<file path="config.mk">
export PLATFORM = sky130hd
export DESIGN_NAME = pwm_duty_bit_decoder_top
export DESIGN_NICKNAME = d
export VERILOG_FILES = /design/src/rtl/core/pwmdec_pkg.sv /design/src/rtl/core/pwmdec_eval.sv /design/src/rtl/core/pwm_duty_bit_decoder_top.sv
export SDC_FILE = /design/constraint.sdc
export NUM_CORES = 1
export LEC_CHECK = 0
export BUFFER_PORTS_ARGS = -buffer_cell sky130_fd_sc_hd__buf_2
export CAP_MARGIN = 10
export CELL_PAD_IN_SITES_DETAIL_PLACEMENT = 1
export CELL_PAD_IN_SITES_GLOBAL_PLACEMENT = 1
export CORE_ASPECT_RATIO = 2
export CORE_MARGIN = 5
export CORE_UTILIZATION = 50
export DETAILED_ROUTE_END_ITERATION = 8
export GPL_TIMING_DRIVEN = 1
export HOLD_SLACK_MARGIN = 0.02
export PLACE_DENSITY = 0.9
export SYNTH_ARGS = -nofsm -noshare
export SYNTH_HDL_FRONTEND = slang
export SYNTH_SLANG_ARGS = --single-unit
</file>
<file path="constraint.sdc">
create_clock -name aclk -period 9.2 [get_ports aclk]
set_input_delay 0.46 -clock aclk [delete_from_list [all_inputs] [get_ports aclk]]
set_output_delay 0.46 -clock aclk [all_outputs]
set_load 0.1 [all_outputs]
</file>
<file path="src/rtl/core/pwmdec_pkg.sv">
// Shared types and constants for the pulse-width duty-cycle bit decoder.
// Has no dependencies. It is used by pwmdec_eval and pwm_duty_bit_decoder_top.
`default_nettype none

package pwmdec_pkg;

    // Width of the configuration registers and of the reported code word.
    localparam int CFG_WIDTH  = 16;
    localparam int CODE_WIDTH = 16;

    // Ratio bounds. The longer time must lie strictly between these multiples of the shorter one.
    localparam int RATIO_LOW  = 3;
    localparam int RATIO_HIGH = 5;

    // Reset values of the configuration registers.
    localparam logic [CFG_WIDTH-1:0] PERIOD_MIN_RESET = 16'd500;
    localparam logic [CFG_WIDTH-1:0] PERIOD_MAX_RESET = 16'd1500;
    localparam logic [CFG_WIDTH-1:0] UNLOCK_KEY_RESET = 16'h68af;

    // Configuration register indexes.
    typedef enum logic [1:0] {
        REG_PERIOD_MIN = 2'd0,
        REG_PERIOD_MAX = 2'd1,
        REG_UNLOCK_KEY = 2'd2
    } cfg_index_t;

    // Status flags reported with every result item.
    typedef struct packed {
        logic was_rising;
        logic bit_valid;
        logic bit_value;
        logic pulse_error;
        logic key_match;
    } pwmdec_flags_t;

endpackage : pwmdec_pkg

`default_nettype wire

</file>
<file path="src/rtl/core/pwmdec_eval.sv">
// Combinational evaluation of one edge interval against the decoder state.
// Depends on pwmdec_pkg for the ratio constants and the flag struct.
`default_nettype none

module pwmdec_eval
    import pwmdec_pkg::*;
#(
    parameter int INTERVAL_WIDTH = 16,
    parameter int KEY_WIDTH      = 16
) (
    input  wire logic [INTERVAL_WIDTH-1:0] cur_interval,
    input  wire logic                      edge_phase,
    input  wire logic [INTERVAL_WIDTH-1:0] prior_interval,
    input  wire logic [KEY_WIDTH-1:0]      shift_word,
    input  wire logic [CFG_WIDTH-1:0]      period_min,
    input  wire logic [CFG_WIDTH-1:0]      period_max,
    input  wire logic [CFG_WIDTH-1:0]      unlock_key,
    output pwmdec_flags_t                  flags,
    output logic                           edge_phase_next,
    output logic [INTERVAL_WIDTH-1:0]      prior_interval_next,
    output logic [KEY_WIDTH-1:0]           shift_word_next,
    output logic [CODE_WIDTH-1:0]          code_word
);

    // The cycle sum keeps its carry and is compared at a width that also holds the window limits.
    localparam int CMPW = (INTERVAL_WIDTH + 1 > CFG_WIDTH) ? INTERVAL_WIDTH + 1 : CFG_WIDTH;
    // Five times an interval needs three more bits.
    localparam int RW   = INTERVAL_WIDTH + 3;
    // The key compare runs at the wider of the shift word and the key register.
    localparam int WW   = (KEY_WIDTH > CFG_WIDTH) ? KEY_WIDTH : CFG_WIDTH;

    logic [CMPW-1:0]      cycle_sum;
    logic                 window_ok;
    logic [RW-1:0]        cur_ext;
    logic [RW-1:0]        prior_ext;
    logic                 high_longer;
    logic                 ratio_ok;
    logic [KEY_WIDTH-1:0] shifted_word;
    logic [WW-1:0]        word_ext;
    logic                 key_hit;

    // Cycle length and window check.
    assign cycle_sum = CMPW'(cur_interval) + CMPW'(prior_interval);
    assign window_ok = (cycle_sum <= CMPW'(period_max)) && (cycle_sum >= CMPW'(period_min));

    // Ratio check. The stored high time against the low time, or the mirror case.
    assign cur_ext     = RW'(cur_interval);
    assign prior_ext   = RW'(prior_interval);
    assign high_longer = prior_interval > cur_interval;

    always_comb begin
        if (high_longer) begin
            ratio_ok = (prior_ext > cur_ext * RW'(RATIO_LOW)) &&
                       (prior_ext < cur_ext * RW'(RATIO_HIGH));
        end else begin
            ratio_ok = (prior_ext * RW'(RATIO_LOW) < cur_ext) &&
                       (prior_ext * RW'(RATIO_HIGH) > cur_ext);
        end
    end

    // Shift word with the decoded bit appended, and the key compare.
    assign shifted_word = {shift_word[KEY_WIDTH-2:0], high_longer};
    assign word_ext     = WW'(shifted_word);
    assign key_hit      = word_ext == WW'(unlock_key);

    // Decision and next state.
    always_comb begin
        flags               = '0;
        edge_phase_next     = 1'b0;
        prior_interval_next = cur_interval;
        shift_word_next     = shift_word;
        if (!edge_phase) begin
            flags.was_rising = 1'b1;
            edge_phase_next  = 1'b1;
            if (prior_interval != '0) begin
                if (!window_ok || !ratio_ok) begin
                    flags.pulse_error   = 1'b1;
                    prior_interval_next = '0;
                end else begin
                    flags.bit_valid = 1'b1;
                    flags.bit_value = high_longer;
                    shift_word_next = shifted_word;
                    if (key_hit) begin
                        // A key match returns all state to its reset value.
                        flags.key_match     = 1'b1;
                        edge_phase_next     = 1'b0;
                        prior_interval_next = '0;
                        shift_word_next     = '0;
                    end
                end
            end
        end
    end

    // The reported word is read before any clear on a key match.
    always_comb begin
        if (flags.bit_valid) begin
            code_word = word_ext[CODE_WIDTH-1:0];
        end else begin
            code_word = CODE_WIDTH'(WW'(shift_word));
        end
    end

endmodule : pwmdec_eval

`default_nettype wire

</file>
<file path="src/rtl/core/pwm_duty_bit_decoder_top.sv">
// Pulse-width duty-cycle bit decoder: an input register, one evaluation pass, a result register.
// A result item passes through the input register and then into the result register; one item a cycle is taken
// while the result channel is not stalled. The state update is computed combinationally in pwmdec_eval.
// Synchronous active-low reset clears the state and both valid flags and reloads the registers.
// Depends on pwmdec_pkg and pwmdec_eval.
`default_nettype none

module pwm_duty_bit_decoder_top
    import pwmdec_pkg::*;
#(
    parameter int INTERVAL_WIDTH = 16,
    parameter int KEY_WIDTH      = 16
) (
    input  wire logic                      aclk,
    input  wire logic                      aresetn,
    // Configuration write port
    input  wire logic                      cfg_wr_en,
    input  wire logic [1:0]                cfg_wr_index,
    input  wire logic [CFG_WIDTH-1:0]      cfg_wr_data,
    // Input channel
    input  wire logic                      s_valid,
    output logic                           s_ready,
    input  wire logic [INTERVAL_WIDTH-1:0] s_edge_interval,
    // Result channel
    output logic                           m_valid,
    input  wire logic                      m_ready,
    output logic                           m_was_rising,
    output logic                           m_bit_valid,
    output logic                           m_bit_value,
    output logic                           m_pulse_error,
    output logic                           m_key_match,
    output logic [CODE_WIDTH-1:0]          m_code_word
);

    // Register masks that follow the interval and key widths.
    localparam logic [CFG_WIDTH-1:0] IV_MASK =
        CFG_WIDTH'((65'd1 << INTERVAL_WIDTH) - 65'd1);
    localparam logic [CFG_WIDTH-1:0] KEY_MASK =
        CFG_WIDTH'((65'd1 << KEY_WIDTH) - 65'd1);

    logic [CFG_WIDTH-1:0]      period_min_reg;
    logic [CFG_WIDTH-1:0]      period_max_reg;
    logic [CFG_WIDTH-1:0]      unlock_key_reg;

    logic                      s1_valid_reg;
    logic [INTERVAL_WIDTH-1:0] s1_interval_reg;

    logic                      edge_phase_reg;
    logic                      edge_phase_next;
    logic [INTERVAL_WIDTH-1:0] prior_interval_reg;
    logic [INTERVAL_WIDTH-1:0] prior_interval_next;
    logic [KEY_WIDTH-1:0]      shift_word_reg;
    logic [KEY_WIDTH-1:0]      shift_word_next;

    logic                      m_valid_reg;
    pwmdec_flags_t             flags_reg;
    pwmdec_flags_t             flags_next;
    logic [CODE_WIDTH-1:0]     code_word_reg;
    logic [CODE_WIDTH-1:0]     code_word_next;

    logic                      s1_advance;

    // The input stage moves on when the result register is empty or being emptied.
    assign s1_advance = s1_valid_reg && (!m_valid_reg || m_ready);
    assign s_ready    = !s1_valid_reg || s1_advance;

    // Configuration registers. Writes beyond the register list are ignored.
    always_ff @(posedge aclk) begin
        if (!aresetn) begin
            period_min_reg <= PERIOD_MIN_RESET & IV_MASK;
            period_max_reg <= PERIOD_MAX_RESET & IV_MASK;
            unlock_key_reg <= UNLOCK_KEY_RESET & KEY_MASK;
        end else if (cfg_wr_en) begin
            case (cfg_wr_index)
                REG_PERIOD_MIN: period_min_reg <= cfg_wr_data & IV_MASK;
                REG_PERIOD_MAX: period_max_reg <= cfg_wr_data & IV_MASK;
                REG_UNLOCK_KEY: unlock_key_reg <= cfg_wr_data & KEY_MASK;
                default: begin
                end
            endcase
        end
    end

    // Input register.
    always_ff @(posedge aclk) begin
        if (!aresetn) begin
            s1_valid_reg <= 1'b0;
        end else if (s_ready) begin
            s1_valid_reg <= s_valid;
        end
    end

    always_ff @(posedge aclk) begin
        if (s_valid && s_ready) begin
            s1_interval_reg <= s_edge_interval;
        end
    end

    // Evaluation of the registered item against the decoder state.
    pwmdec_eval #(
        .INTERVAL_WIDTH(INTERVAL_WIDTH),
        .KEY_WIDTH     (KEY_WIDTH)
    ) u_eval (
        .cur_interval       (s1_interval_reg),
        .edge_phase         (edge_phase_reg),
        .prior_interval     (prior_interval_reg),
        .shift_word         (shift_word_reg),
        .period_min         (period_min_reg),
        .period_max         (period_max_reg),
        .unlock_key         (unlock_key_reg),
        .flags              (flags_next),
        .edge_phase_next    (edge_phase_next),
        .prior_interval_next(prior_interval_next),
        .shift_word_next    (shift_word_next),
        .code_word          (code_word_next)
    );

    // Decoder state, updated as each item passes into the result register.
    always_ff @(posedge aclk) begin
        if (!aresetn) begin
            edge_phase_reg     <= 1'b0;
            prior_interval_reg <= '0;
            shift_word_reg     <= '0;
        end else if (s1_advance) begin
            edge_phase_reg     <= edge_phase_next;
            prior_interval_reg <= prior_interval_next;
            shift_word_reg     <= shift_word_next;
        end
    end

    // Result register.
    always_ff @(posedge aclk) begin
        if (!aresetn) begin
            m_valid_reg <= 1'b0;
        end else if (s1_advance) begin
            m_valid_reg <= 1'b1;
        end else if (m_ready) begin
            m_valid_reg <= 1'b0;
        end
    end

    always_ff @(posedge aclk) begin
        if (s1_advance) begin
            flags_reg     <= flags_next;
            code_word_reg <= code_word_next;
        end
    end

    assign m_valid       = m_valid_reg;
    assign m_was_rising  = flags_reg.was_rising;
    assign m_bit_valid   = flags_reg.bit_valid;
    assign m_bit_value   = flags_reg.bit_value;
    assign m_pulse_error = flags_reg.pulse_error;
    assign m_key_match   = flags_reg.key_match;
    assign m_code_word   = code_word_reg;

    // A key match leaves the decoder in its reset state.
    assert property (@(posedge aclk) disable iff (!aresetn)
        s1_advance && flags_next.key_match |=>
            !edge_phase_reg && (prior_interval_reg == '0) && (shift_word_reg == '0))
        else $error("decoder state not cleared after key match");

    // Every item leaving the input stage lands in the result register.
    assert property (@(posedge aclk) disable iff (!aresetn)
        s1_advance |=> m_valid_reg)
        else $error("result register empty after an item advanced");

    // A decoded bit only comes from a rising edge without an error.
    assert property (@(posedge aclk) disable iff (!aresetn)
        m_valid && m_bit_valid |-> m_was_rising && !m_pulse_error)
        else $error("bit reported with falling edge or error");

endmodule : pwm_duty_bit_decoder_top

`default_nettype wire
</file>
Word level (Yosys, flattened, before mapping)
Cells that the tools add are included.
Widths: inputs -> output; s select.
- bits in registers: 120
- bits of input ports: 39
- word-level logic and storage cells: 73
- $add $sub $neg: 1
- $mul: 4
- order comparisons: 7
- eq/ne operators: 3
- muxes and demuxes: 19
- bitwise operators: 3
- reduce and logical (&&, ||, !) cells: 21
- operators by type and width (operator ; count):
    $mux 16 ; 6
    $mul 16x3->19 const B ; 2
    $mul 16x2->18 const B ; 2
    $gt 16x19->1 ; 1
    $gt 19x16->1 ; 1
    $lt 16x19->1 ; 1
    $lt 19x16->1 ; 1
    $add 16x16->17 ; 1
    $ge 17x16->1 ; 1
    $le 17x16->1 ; 1
    $eq 16x16->1 ; 1
    $gt 16x16->1 ; 1
    $reduce_bool 16->1 ; 1
    $mux 1 ; 10
    $reduce_and 2->1 ; 3
    $logic_and 1x1->1 ; 5
    $mux 5 ; 1
    $logic_not 1->1 ; 4
    $mux 4 ; 1
    $reduce_and 4->1 ; 1
    $logic_or 1x1->1 ; 3
    $not 1->1 ; 3
    $reduce_or 3->1 ; 1
    $eq 2x1->1 const B ; 1
    other kinds (5) ; 5

Logic depth before layout (Yosys ltp)
Gate-level depths: netlist of the first run.
- word-level depth: 10
- gate-level depth with buffers: 23
- mapped depth without buffers: 22

Cells and area by module
Synthesis of the first run repeated with hierarchy kept, for this count alone.
- cells, all modules: 1311
- area total of the unflattened synthesis: 11292.1 µm²
- modules (own cells, without submodules) (module ; instances ; cells an instance ; area an instance (µm²)):
    pwmdec_eval ; 1 ; 920 ; 7033.0
    pwm_duty_bit_decoder_top ; 1 ; 391 ; 4259.1

Least setup slack after synthesis of the first run
Ideal clock, no wire load.
- kind: register to register
- start: reg s1_interval_reg[1]
- end: reg code_word_reg[10], in the netlist m_code_word[10] (data pin)
- setup time: 0.260 ns
- arrival: 4.664 ns
- slack: 4.277 ns
- cell stages (with the launch flop): 22
- buffers on the path: 1
- period minus slack after synthesis: 4.923 ns
- cell sequence: edfxtp_1 inv_1 ha_1 nand2b_1 a21oi_1 o21ai_0 a21oi_1 or2_2 a31o_1 o41a_1 xnor2_1 ha_1 nand4_1 nor3_1 nand4_1 a2111oi_0 o21ai_0 a211oi_1 nand4_4 nor2_4 buf_4 mux2_2
- RTL lines (what ; line ; RTL):
    start, declared ; pwm_duty_bit_decoder_top.sv:46 ; logic [INTERVAL_WIDTH-1:0] s1_interval_reg;
    start signal, assigned ; pwm_duty_bit_decoder_top.sv:95 ; s1_interval_reg <= s_edge_interval;
    end signal, assigned ; pwm_duty_bit_decoder_top.sv:145 ; code_word_reg <= code_word_next;
    end, declared ; pwm_duty_bit_decoder_top.sv:58 ; logic [CODE_WIDTH-1:0] code_word_reg;

Worst setup path after layout of the first run
- start: reg s1_interval_reg[1]
- end: reg shift_word_reg[5]
- word-level cells in the longest chain between the ends: 8
- RTL lines (what ; line ; RTL):
    $mul 16x2->18 / $mul 16x3->19 (equally long branches) ; pwmdec_eval.sv:53, pwmdec_eval.sv:54 ;
    $gt 16x19->1 / $lt 16x19->1 (equally long branches) ; pwmdec_eval.sv:53, pwmdec_eval.sv:54 ;
    $logic_and 1x1->1 ; pwmdec_eval.sv:53 ; ratio_ok = (prior_ext > cur_ext * RW'(RATIO_LOW)) &&
    $mux 1 ; pwmdec_eval.sv:52 ; if (high_longer) begin
    $logic_not 1->1 ; pwmdec_eval.sv:76 ; if (!window_ok || !ratio_ok) begin
    $logic_or 1x1->1 ; pwmdec_eval.sv:76 ;
    $not 1->1 (no source line) ; - ;
    $reduce_and 4->1 (no source line) ; - ;
    end signal, assigned ; pwm_duty_bit_decoder_top.sv:127 ; shift_word_reg <= shift_word_next;
    end, declared ; pwm_duty_bit_decoder_top.sv:52 ; logic [KEY_WIDTH-1:0] shift_word_reg;
Several ways; a longest one is shown, not always the timed one.
A chain may end at the register's enable or synchronous reset.

==> implementation parameters, run 1 <==
Parameter                              Value

Placement
  Placer's final routability congestion estimate ... 1.007
  HPWL after DPL ... 30590 µm
  I/O Buffers ... 61

Finish
  Signed area change from the synthesized netlist to the final layout ... 10.58%
  Fraction of layout instances using a drive strength above 1 ... 0.09978
  Final Core Density ... 0.5602
  Final net count ... 1614
  Fillcell total ... 2627
  Antenna diode instance count ... 0

Setup path
  Startpoint types ... flip-flop
  Arrival @ worst endpoint ... 7080 ps
  CP required ... 9530 ps
  Category of the critical setup timing path ... reg -> reg
  Max FO, Critical Path ... 21
  Kind of end point of the critical path ... flip-flop

STA
  Worst-margin pin slew ... 1169 ps
  Achievable frequency ... 0.1482 GHz
  Final count of negative-setup-slack endpoints ... 0
  Final hold violations ... 0
  Fin Clk Skew ... 15.40 ps
  Worst-case headroom to the max-slew limit ... 0.2205
  Final max-slew violation count ... 0
  Unrepaired setup endpoints after global routing ... false
  Final worst path period share ... 0.7334
  Total Neg Setup Slack ... 0 ps
  Hold slack final ... 200.4 ps
  Post-route minimum period ... 6747 ps

CTS
  PostCTS Resize Cnt ... 0
  Number of buffers added by the clock tree synthesis step ... 17
  Maximum buffer depth of the clock tree ... 2
  Count of H-tree levels built during CTS ... 4
  Clock transition at the register clock pins on the worst setup and hold paths after CTS ... 70 ps
  Clock latency at the later pin of the worst-skew pair ... 440 ps
  CTS Root Cell ... sky130_fd_sc_hd__clkbuf_16
  CTS tree ... built
  Post-cts hold buffer count ... 0
  Sinks on Clock Net ... 120
  Setup repair bufs after CTS ... 0

Global routing
  Pin count of the biggest net entering global routing ... 116
  Initial antenna violation count ... 0
  Number of global-route vias before repair ... 12240
  Combined global-route utilization of all metal layers ... 0.3554
  Global route total overflow ... 0
  Global-route wire length before repair ... 69680 µm

Min path
  Tightest Hold Check Type ... in -> reg

Synth
  Most common cell in the synthesized netlist ... sky130_fd_sc_hd__ha_1
  Multiplexer share of the synthesized area ... 0.03210
  Per-instance average area after synthesis ... 8.690 µm²
  Total of flip-flops plus latches after synthesis ... 120
  Combinational family with the most area after synthesis ... adder cells
  Async SR Flop Fraction ... 0
  Top cell types by occurrence after synthesis ... sky130_fd_sc_hd__ha_1, sky130_fd_sc_hd__nand2_1, sky130_fd_sc_hd__inv_1
  Net count after synthesis ... 1556
  Share of the yosys chip area belonging to registers ... 0.2470
  Number of enable-type register cells in the synthesized netlist ... 37
  Biggest area contributors in the synthesized netlist ... sky130_fd_sc_hd__ha_1, sky130_fd_sc_hd__dfxtp_1, sky130_fd_sc_hd__edfxtp_1, sky130_fd_sc_hd__nand2_1, sky130_fd_sc_hd__xnor2_1
  Most area-hungry cell type in the Yosys netlist ... sky130_fd_sc_hd__ha_1
  Fraction of the mapped netlist area in adder cells ... 0.2541
  Post-synthesis share of cell area spent on and, or, nand and nor gates ... 0.1614
  Share of Yosys cell area claimed by the top area cell type ... 0.2452
  Post-synthesis share of cell area spent on xor and xnor gates ... 0.06085
  Most frequently used flop master after synthesis ... sky130_fd_sc_hd__dfxtp_1
  Combined area of all synthesized cells ... 11230 µm²
  Yosys warning count ... 0
  Cells after Synth ... 1292
  Synth unique cells ... 73
  Compound-gate portion of the synthesized area ... 0.1985

Drt
  WL per Instance ... 27.52 µm
  Vias after detailed routing ... 11170
  Post-DR vias/cell ... 6.813
  Drt first pass iters ... 7
  Residual antenna-violating net count after detailed routing ... 0
  Wirelength, routed ... 45100 µm
  Iteration-0 DRC Markers ... 641
  DRC ... 0

Power and ir drop
  Pleak ... 5.564 nW
  Clock Power Share ... 0.325
  Switching Fraction ... 0.4052
  Pwr/cell area ... 168.7 nW/µm²
  Worst VDD drop ... 0.0001653 V
  Sequential fraction of design power ... 0.296
  Comb power frac ... 0.379
  Net switching power of the design ... 0.8487 mW
  Power Internal ... 1.246 mW

Outcome
  Result of the run ... finished clean

Floorplan
  IO Count ... 62
  Die outline area ... 25730 µm²
  Number of placement rows ... 77
  Initial core utilization ... 0.5067
  DIE WIDTH ... 116.0 µm
  Die height ... 221.9 µm
  Core box area ... 22160 µm²

Flow run
  # Max-Cap Violations ... 0
-- final timing paths --
| check | slack (ps) | endpoint | cells past startpoint | startpoint |
|---|---|---|---|---|
| min reg2reg | 480 | period_min_reg[15] | 2 | period_min_reg[15] |
| min | 200 | s1_interval_reg[6] | 1 | s_edge_interval[6] |
| max | 2450 | shift_word_reg[5] | 20 | s1_interval_reg[1] |
| max reg2reg | 2450 | shift_word_reg[5] | 20 | s1_interval_reg[1] |
-- through the flow --
step	instances	area, µm²	worst slack, ps	power (mW)
after floorplan	1292	11230	4277	1.142
after global placement	1607	11840	3150	1.320
after detailed placement	1607	11840	2766	1.371
after CTS	1639	12410	2588	2.074
after global routing	1639	12410	2180	2.187
final	1639	12410	2453	2.095
-- power groups by stage --
stage	Clock, mW	Combinational [mW]	Sequential [mW]
finish	0.681	0.794	0.619
CTS	0.682	0.776	0.616
global placement	0	0.697	0.623
floorplan	0	0.494	0.648
global route	0.705	0.863	0.619
detailed placement	0	0.745	0.625
-- routing by layer --
metal / GRT usage / part of all wire
met1: 0.3453 / 0.32
met2: 0.6246 / 0.52
met3: 0.05736 / 0.051
met4: 0.3106 / 0.11
met5: 0 / 0
-- layout make-up --
class                   instances  area, µm²  share of cell area
multi-input cells            1038       7941              0.6397
flip-flops and latches        120       2773              0.2233
clock buffers                  17      425.4             0.03427
repair buffers                 74      405.4             0.03265
inverters                      99      371.6             0.02993
well taps                     276      345.3             0.02782
clock inverters                15      152.6             0.01230
-- cell families after synthesis --
| kind of cell | count (synthesis) |
|---|---|
| AO/OA/AOI/OAI | 335 |
| buffers and inverters | 134 |
| multiplexers | 34 |
| AND/OR/NAND/NOR | 366 |
| XOR/XNOR | 78 |
| flip-flops | 120 |
| adder cells (fa/ha/maj) | 225 |
-- critical path: stages (launching register included) --
cell and delay (ps):
sky130_fd_sc_hd__edfxtp_1 570, sky130_fd_sc_hd__inv_1 170, sky130_fd_sc_hd__ha_1 410, sky130_fd_sc_hd__nand2b_1 140, sky130_fd_sc_hd__a21oi_1 120, sky130_fd_sc_hd__o21ai_0 180
sky130_fd_sc_hd__a21oi_1 100, sky130_fd_sc_hd__or2_2 330, sky130_fd_sc_hd__a31o_1 200, sky130_fd_sc_hd__o41a_1 370, sky130_fd_sc_hd__xnor2_1 180, sky130_fd_sc_hd__ha_1 320
sky130_fd_sc_hd__nand4_1 120, sky130_fd_sc_hd__nor3_1 250, sky130_fd_sc_hd__nand4_1 140, sky130_fd_sc_hd__a2111oi_0 470, sky130_fd_sc_hd__o21ai_0 160, sky130_fd_sc_hd__a211oi_1 550
sky130_fd_sc_hd__nand4_4 550, sky130_fd_sc_hd__nor3_4 950, sky130_fd_sc_hd__mux2i_1 350
-- placed cells by master (no fill, tap or decap), drive strengths merged, types with 31 or more instances in the layout --
cell type / Yosys / layout
a21oi: 80 / 80
nand3: 59 / 59
nor2: 50 / 50
edfxtp: 37 / 37
nor2b: 31 / 31
o21ai: 52 / 52
dfxtp: 83 / 83
xnor2: 54 / 54
nand2: 135 / 135
ha: 220 / 220
buf: 6 / 74
inv: 98 / 107
No activity file was read; power rests on OpenSTA's default activity.
==> run 2, diff against run 1 <==
- CORE_UTILIZATION: 50 -> 49
- PLACE_DENSITY: 0.9 -> 0.89
- clock period: 9.2 -> 6.7 ns (I/O delays scaled with it)
==> implementation parameters, run 2 (synthesis gave the netlist of run 1 again) <==
Parameter                              Value

Outcome
  Result of the run ... finished clean (unchanged)

STA
  Achievable frequency ... 0.1594 GHz (was 0.1482 GHz)
  Final worst path period share ... 0.9363 (was 0.7334)
  Final hold violations ... 0 (unchanged)
  Post-route minimum period ... 6273 ps (was 6747 ps)
  Final count of negative-setup-slack endpoints ... 0 (unchanged)
  Worst-case headroom to the max-slew limit ... 0.2401 (was 0.2205)
  Unrepaired setup endpoints after global routing ... false (unchanged)
  Final max-slew violation count ... 0 (unchanged)
  Worst-margin pin slew ... 1140 ps (was 1169 ps)
  Total Neg Setup Slack ... 0 ps (unchanged)
  Fin Clk Skew ... 11.40 ps (was 15.40 ps)

Setup path
  Category of the critical setup timing path ... reg -> reg (unchanged)
  CP required ... 6880 ps (was 9530 ps)
  Max FO, Critical Path ... 17 (was 21)
  Critical Path, Cell by Cell ... inv_1 > ha_1 > nand2b_1 > a21oi_1 > o21ai_0 > a21oi_1 > or2_2 > a31o_1 > o41a_1 > xnor2_1 > ha_1 > nand4_1 > nor3_1 > nand4_1 > a2111oi_0 > o21ai_0 > a211oi_1 > nand4_4 > nor2_4 > mux2_2 (was inv_1 > ha_1 > nand2b_1 > a21oi_1 > o21ai_0 > a21oi_1 > or2_2 > a31o_1 > o41a_1 > xnor2_1 > ha_1 > nand4_1 > nor3_1 > nand4_1 > a2111oi_0 > o21ai_0 > a211oi_1 > nand4_4 > nor3_4 > mux2i_1)
  Largest stage delay on the critical path ... 570 ps (was 950 ps)
  Kind of end point of the critical path ... flip-flop (unchanged)
  Startpoint types ... flip-flop (unchanged)
  Cell with the largest stage delay on the worst path ... sky130_fd_sc_hd__a2111oi_0 (was sky130_fd_sc_hd__nor3_4)
  Arrival @ worst endpoint ... 6460 ps (was 7080 ps)

Global routing
  Number of global-route vias before repair ... 12000 (was 12240)
  Initial antenna violation count ... 0 (unchanged)
  Global-route wire length before repair ... 67360 µm (was 69680 µm)
  Combined global-route utilization of all metal layers ... 0.3418 (was 0.3554)
  Pin count of the biggest net entering global routing ... 116 (unchanged)
  Global route total overflow ... 0 (unchanged)

CTS
  Maximum buffer depth of the clock tree ... 2 (unchanged)
  Count of H-tree levels built during CTS ... 4 (unchanged)
  Clock latency at the later pin of the worst-skew pair ... 440 ps (about the same)
  Setup repair bufs after CTS ... 0 (unchanged)
  Sinks on Clock Net ... 120 (unchanged)
  Clock transition at the register clock pins on the worst setup and hold paths after CTS ... 60 ps (was 70 ps)
  CTS tree ... built (unchanged)
  Post-cts hold buffer count ... 0 (unchanged)
  CTS Root Cell ... sky130_fd_sc_hd__clkbuf_16 (unchanged)
  PostCTS Resize Cnt ... 0 (unchanged)
  Number of buffers added by the clock tree synthesis step ... 17 (unchanged)

Floorplan
  Initial core utilization ... 0.4959 (was 0.5067)
  Core box area ... 22640 µm² (was 22160 µm²)
  DIE WIDTH ... 117.0 µm (was 116.0 µm)
  Number of placement rows ... 78 (was 77)
  Die outline area ... 26220 µm² (was 25730 µm²)
  Die height ... 224.1 µm (was 221.9 µm)
  IO Count ... 62 (unchanged)

Min path
  Tightest Hold Check Type ... in -> reg (unchanged)

Power and ir drop
  Power, Total ... 2.890 mW (was 2.095 mW)
  Pleak ... 5.639 nW (was 5.564 nW)
  Pwr/cell area ... 230.3 nW/µm² (was 168.7 nW/µm²)
  Worst VDD drop ... 0.0002488 V (was 0.0001653 V)

Drt
  Residual antenna-violating net count after detailed routing ... 0 (unchanged)
  WL per Instance ... 26.66 µm (was 27.52 µm)
  Iteration-0 DRC Markers ... 524 (was 641)
  Wirelength, routed ... 44220 µm (was 45100 µm)
  Post-DR vias/cell ... 6.551 (was 6.813)
  Vias after detailed routing ... 10870 (was 11170)
  Drt first pass iters ... 5 (was 7)
  DRC ... 0 (unchanged)

Finish
  Signed area change from the synthesized netlist to the final layout ... 11.81% (was 10.58%)
  Final net count ... 1630 (was 1614)
  Fraction of layout instances using a drive strength above 1 ... 0.1095 (was 0.09978)
  Most frequent cells in the layout ... sky130_fd_sc_hd__ha_1, sky130_fd_sc_hd__nand2_1, sky130_fd_sc_hd__inv_1, sky130_fd_sc_hd__dfxtp_1, sky130_fd_sc_hd__a21oi_1 (unchanged)
  Fillcell total ... 2657 (was 2627)
  Final non-filler cell area ... 12550 µm² (was 12410 µm²)
  Antenna diode instance count ... 0 (unchanged)
  Non-Filler Instances ... 1659 (was 1639)
  Most common cell after layout, fill and taps aside ... sky130_fd_sc_hd__ha_1 (unchanged)

Placement
  I/O Buffers ... 61 (unchanged)
  Placer's final routability congestion estimate ... 1.026 (was 1.007)
  Inst Count DP ... 1627 (was 1607)
  HPWL after DPL ... 32090 µm (was 30590 µm)
  Placement-stage cell area ... 11960 µm² (was 11840 µm²)

Flow run
  # Max-Cap Violations ... 0 (unchanged)
## run 2: worst max-delay path: cells and delay by family (launching register included)
kind	cells	cell delay, ps
fa+ha+maj	2	730
compound gates	8	2130
buf+inv	1	180
mux	1	430
xor+xnor	1	170
flops	1	540
simple gates	7	1840
## run 2: layout make-up
class / instances / area, µm² / area share
clock buffers: 18 / 429.2 / 0.03419
clock inverters: 14 / 162.7 / 0.01296
inverters: 99 / 371.6 / 0.02960
multi-input cells: 1038 / 7941 / 0.6326
flip-flops and latches: 120 / 2773 / 0.2209
well taps: 280 / 350.3 / 0.02791
repair buffers: 90 / 525.5 / 0.04186
## run 2: where the power goes
group	switching, mW	internal [mW]
sequential	0.0546	0.787
clock	0.389	0.556
combinational	0.694	0.409
total	1.14	1.75
## run 2: per-stage QoR
step                setup WS, ps  utilization  hold slack, ps
CTS                        583.8       0.5544           55.85
global route               245.6       0.5544           57.31
finish                     427.1       0.5544           67.31
detailed placement         711.8       0.5283           459.7
floorplan                   1777            -           432.2
global placement           917.8       0.5283           450.7
## run 2: path summary, 6_finish.rpt
| check | start | endpoint | slack (ps) | cells after the start |
|---|---|---|---|---|
| worst max register to register | s1_interval_reg[1] | m_code_word[3] | 430 | 20 |
| worst min register to register | shift_word_reg[15] | shift_word_reg[15] | 460 | 2 |
| worst max-delay path | s1_interval_reg[1] | m_code_word[3] | 430 | 20 |
| worst min-delay path | s_edge_interval[13] | s1_interval_reg[13] | 70 | 1 |
## run 2: layer usage
layer,global-route usage,vias to the layer above,part of all wire
met4,0.3678,0,0.14
li1,-,4869,-
met2,0.5959,494,0.51
met3,0.06353,302,0.048
met1,0.3000,5203,0.31
met5,0,-,0
==> run 3, diff against run 2 <==
- PLACE_DENSITY: 0.89 -> 0.92
==> implementation parameters, run 3 (synthesis gave the netlist of run 1 again) <==
Parameter                              Value

Outcome
  Result of the run ... finished clean (unchanged)

Floorplan
  DIE WIDTH ... 117.0 µm (unchanged)
  Core box area ... 22640 µm² (unchanged)
  Number of placement rows ... 78 (unchanged)
  Die outline area ... 26220 µm² (unchanged)
  IO Count ... 62 (unchanged)
  Die height ... 224.1 µm (unchanged)
  Initial core utilization ... 0.4959 (unchanged)

Setup path
  Worst-case reg-to-reg path depth ... 23 (was 20)
  Category of the critical setup timing path ... reg -> reg (unchanged)
  Arrival @ worst endpoint ... 6520 ps (was 6460 ps)
  Kind of end point of the critical path ... flip-flop (unchanged)
  CP required ... 6870 ps (was 6880 ps)
  Startpoint types ... flip-flop (unchanged)
  Cell with the largest stage delay on the worst path ... sky130_fd_sc_hd__edfxtp_1 (was sky130_fd_sc_hd__a2111oi_0)
  Kind of cell adding the most delay to the critical path ... compound AO/OA/AOI/OAI gates (unchanged)
  Largest stage delay on the critical path ... 550 ps (was 570 ps)
  Critical path depth ... 23 (was 20)
  Buf+Inv Stages, Crit Path ... 2 (was 1)
  Critical Path, Cell by Cell ... ha_1 > inv_1 > fa_1 > o21bai_1 > a21oi_1 > nor2_1 > o21ai_1 > a211oi_1 > nor2_1 > nor2_1 > nor2_1 > xnor2_1 > ha_1 > nand2_1 > nor3_1 > nand4_1 > a2111oi_0 > o21ai_0 > a211oi_1 > buf_4 > nand4_4 > nor2_4 > mux2_2 (was inv_1 > ha_1 > nand2b_1 > a21oi_1 > o21ai_0 > a21oi_1 > or2_2 > a31o_1 > o41a_1 > xnor2_1 > ha_1 > nand4_1 > nor3_1 > nand4_1 > a2111oi_0 > o21ai_0 > a211oi_1 > nand4_4 > nor2_4 > mux2_2)
  Register-to-register path setup slack ... 350 ps (was 430 ps)
  Most Frequent Cell on Critical Path ... sky130_fd_sc_hd__nor2_1
  Max FO, Critical Path ... 17 (unchanged)

CTS
  PostCTS Resize Cnt ... 0 (unchanged)
  Setup repair bufs after CTS ... 0 (unchanged)
  Clock latency at the later pin of the worst-skew pair ... 440 ps (about the same)
  Clock transition at the register clock pins on the worst setup and hold paths after CTS ... 70 ps (was 60 ps)
  Sinks on Clock Net ... 120 (unchanged)
  Count of H-tree levels built during CTS ... 4 (unchanged)
  CTS Root Cell ... sky130_fd_sc_hd__clkbuf_16 (unchanged)
  CTS tree ... built (unchanged)
  Post-cts hold buffer count ... 0 (unchanged)
  Maximum buffer depth of the clock tree ... 2 (unchanged)
  Number of buffers added by the clock tree synthesis step ... 17 (unchanged)

Drt
  Drt first pass iters ... 5 (unchanged)
  Iteration-0 DRC Markers ... 762 (was 524)
  Vias after detailed routing ... 11220 (was 10870)
  Post-DR vias/cell ... 6.793 (was 6.551)
  Residual antenna-violating net count after detailed routing ... 0 (unchanged)
  Wirelength, routed ... 45990 µm (was 44220 µm)
  DRC ... 0 (unchanged)
  WL per Instance ... 27.85 µm (was 26.66 µm)

Power and ir drop
  Net switching power of the design ... 1.179 mW (was 1.138 mW)
  Pwr/cell area ... 232.5 nW/µm² (was 230.3 nW/µm²)
  Comb power frac ... 0.386 (was 0.382)
  Worst VDD drop ... 0.0002903 V (was 0.0002488 V)
  Switching Fraction ... 0.4061 (was 0.3938)
  Clock Power Share ... 0.322 (was 0.327)
  Power Internal ... 1.723 mW (was 1.752 mW)
  Sequential fraction of design power ... 0.292 (was 0.291)
  Pleak ... 5.599 nW (was 5.639 nW)
  Power, Total ... 2.902 mW (was 2.890 mW)

STA
  Final worst path period share ... 0.9477 (was 0.9363)
  Worst-margin pin slew ... 1162 ps (was 1140 ps)
  Unrepaired setup endpoints after global routing ... false (unchanged)
  Post-route minimum period ... 6349 ps (was 6273 ps)
  Final hold violations ... 0 (unchanged)
  Final max-slew violation count ... 0 (unchanged)
  Fin Clk Skew ... 15.65 ps (was 11.40 ps)
  Final count of negative-setup-slack endpoints ... 0 (unchanged)
  Achievable frequency ... 0.1575 GHz (was 0.1594 GHz)
  Total Neg Setup Slack ... 0 ps (unchanged)
  Worst-case headroom to the max-slew limit ... 0.2257 (was 0.2401)
  Least setup slack across all paths after layout ... 350.6 ps (was 427.1 ps)

Placement
  I/O Buffers ... 61 (unchanged)
  HPWL after DPL ... 31510 µm (was 32090 µm)
  Worst-case setup slack after placement ... 885.5 ps (was 711.8 ps)
  Placer's final routability congestion estimate ... 0.9793 (was 1.026)
  Inst Count DP ... 1618 (was 1627)

Global routing
  Global-route wire length before repair ... 70570 µm (was 67360 µm)
  Global route total overflow ... 0 (unchanged)
  Number of global-route vias before repair ... 12360 (was 12000)
  Pin count of the biggest net entering global routing ... 116 (unchanged)
  Initial antenna violation count ... 0 (unchanged)
  Combined global-route utilization of all metal layers ... 0.3571 (was 0.3418)

Finish
  Fraction of layout instances using a drive strength above 1 ... 0.1051 (was 0.1095)
  Multi-input logic area ... 7946 µm² (was 7941 µm²)
  Non-Filler Instances ... 1651 (was 1659)
  Final net count ... 1621 (was 1630)
  Most frequent cells in the layout ... sky130_fd_sc_hd__ha_1, sky130_fd_sc_hd__nand2_1, sky130_fd_sc_hd__inv_1, sky130_fd_sc_hd__dfxtp_1, sky130_fd_sc_hd__a21oi_1 (unchanged)
  Seq. cell area ... 2773 µm² (unchanged)
  Signed area change from the synthesized netlist to the final layout ... 11.18% (was 11.81%)
  Most common cell after layout, fill and taps aside ... sky130_fd_sc_hd__ha_1 (unchanged)
  Fillcell total ... 2644 (was 2657)
  Final Core Density ... 0.5513 (was 0.5544)

Min path
  Worst hold path depth ... 1 (unchanged)
  Tightest Hold Check Type ... in -> reg (unchanged)

Flow run
  # Max-Cap Violations ... 0 (unchanged)
==> run 3: metal layers <==
| metal | wire length, µm | share of wire | GRT usage |
|---|---|---|---|
| met1 | 14500 | 0.32 | 0.3317 |
| met5 | 0 | 0 | 0 |
| met4 | 5306 | 0.12 | 0.3170 |
| met2 | 23870 | 0.52 | 0.6399 |
| met3 | 2307 | 0.050 | 0.06083 |
==> run 3: cell type report <==
cell class,instances,share of cell area
Antenna cell,1,0.0002005
Timing Repair Buffer,81,0.03669
Clock buffer,17,0.03408
Clock inverter,15,0.01243
Multi-Input combinational cell,1038,0.6366
Inverter,99,0.02977
Sequential cell,120,0.2221
Tap cell,280,0.02807
==> run 3: through the flow <==
step | hold slack, ps | instance area (µm²)
after floorplan | 432.2 | 11230
after global placement | 451.2 | 11890
after detailed placement | 462.0 | 11890
after CTS | 67.24 | 12470
after global routing | 71.26 | 12480
final | 72.30 | 12480
==> run 3: power by group through the flow <==
stage	registers (mW)	clock network [mW]	logic, mW
after CTS	0.843	0.930	1.09
after floorplan	0.890	0	0.678
final	0.847	0.934	1.12
after global routing	0.846	0.968	1.20
after global placement	0.854	0	0.971
after detailed placement	0.857	0	1.03
==> run 3: worst register-to-register path: stages, from the launching register on <==
cell and delay, ps:
sky130_fd_sc_hd__edfxtp_1 550, sky130_fd_sc_hd__ha_1 250, sky130_fd_sc_hd__inv_1 130, sky130_fd_sc_hd__fa_1 460, sky130_fd_sc_hd__o21bai_1 220, sky130_fd_sc_hd__a21oi_1 160, sky130_fd_sc_hd__nor2_1 240, sky130_fd_sc_hd__o21ai_1 190
sky130_fd_sc_hd__a211oi_1 470, sky130_fd_sc_hd__nor2_1 80, sky130_fd_sc_hd__nor2_1 110, sky130_fd_sc_hd__nor2_1 60, sky130_fd_sc_hd__xnor2_1 160, sky130_fd_sc_hd__ha_1 320, sky130_fd_sc_hd__nand2_1 100, sky130_fd_sc_hd__nor3_1 290
sky130_fd_sc_hd__nand4_1 180, sky130_fd_sc_hd__a2111oi_0 440, sky130_fd_sc_hd__o21ai_0 180, sky130_fd_sc_hd__a211oi_1 290, sky130_fd_sc_hd__buf_4 210, sky130_fd_sc_hd__nand4_4 120, sky130_fd_sc_hd__nor2_4 470, sky130_fd_sc_hd__mux2_2 430
==> run 3: worst paths after layout <==
kind | from | endpoint
min reg2reg | period_min_reg[14] | period_min_reg[14]
max reg2reg | s1_interval_reg[0] | m_code_word[2]
min | s_edge_interval[10] | s1_interval_reg[10]
max | s1_interval_reg[0] | m_code_word[2]
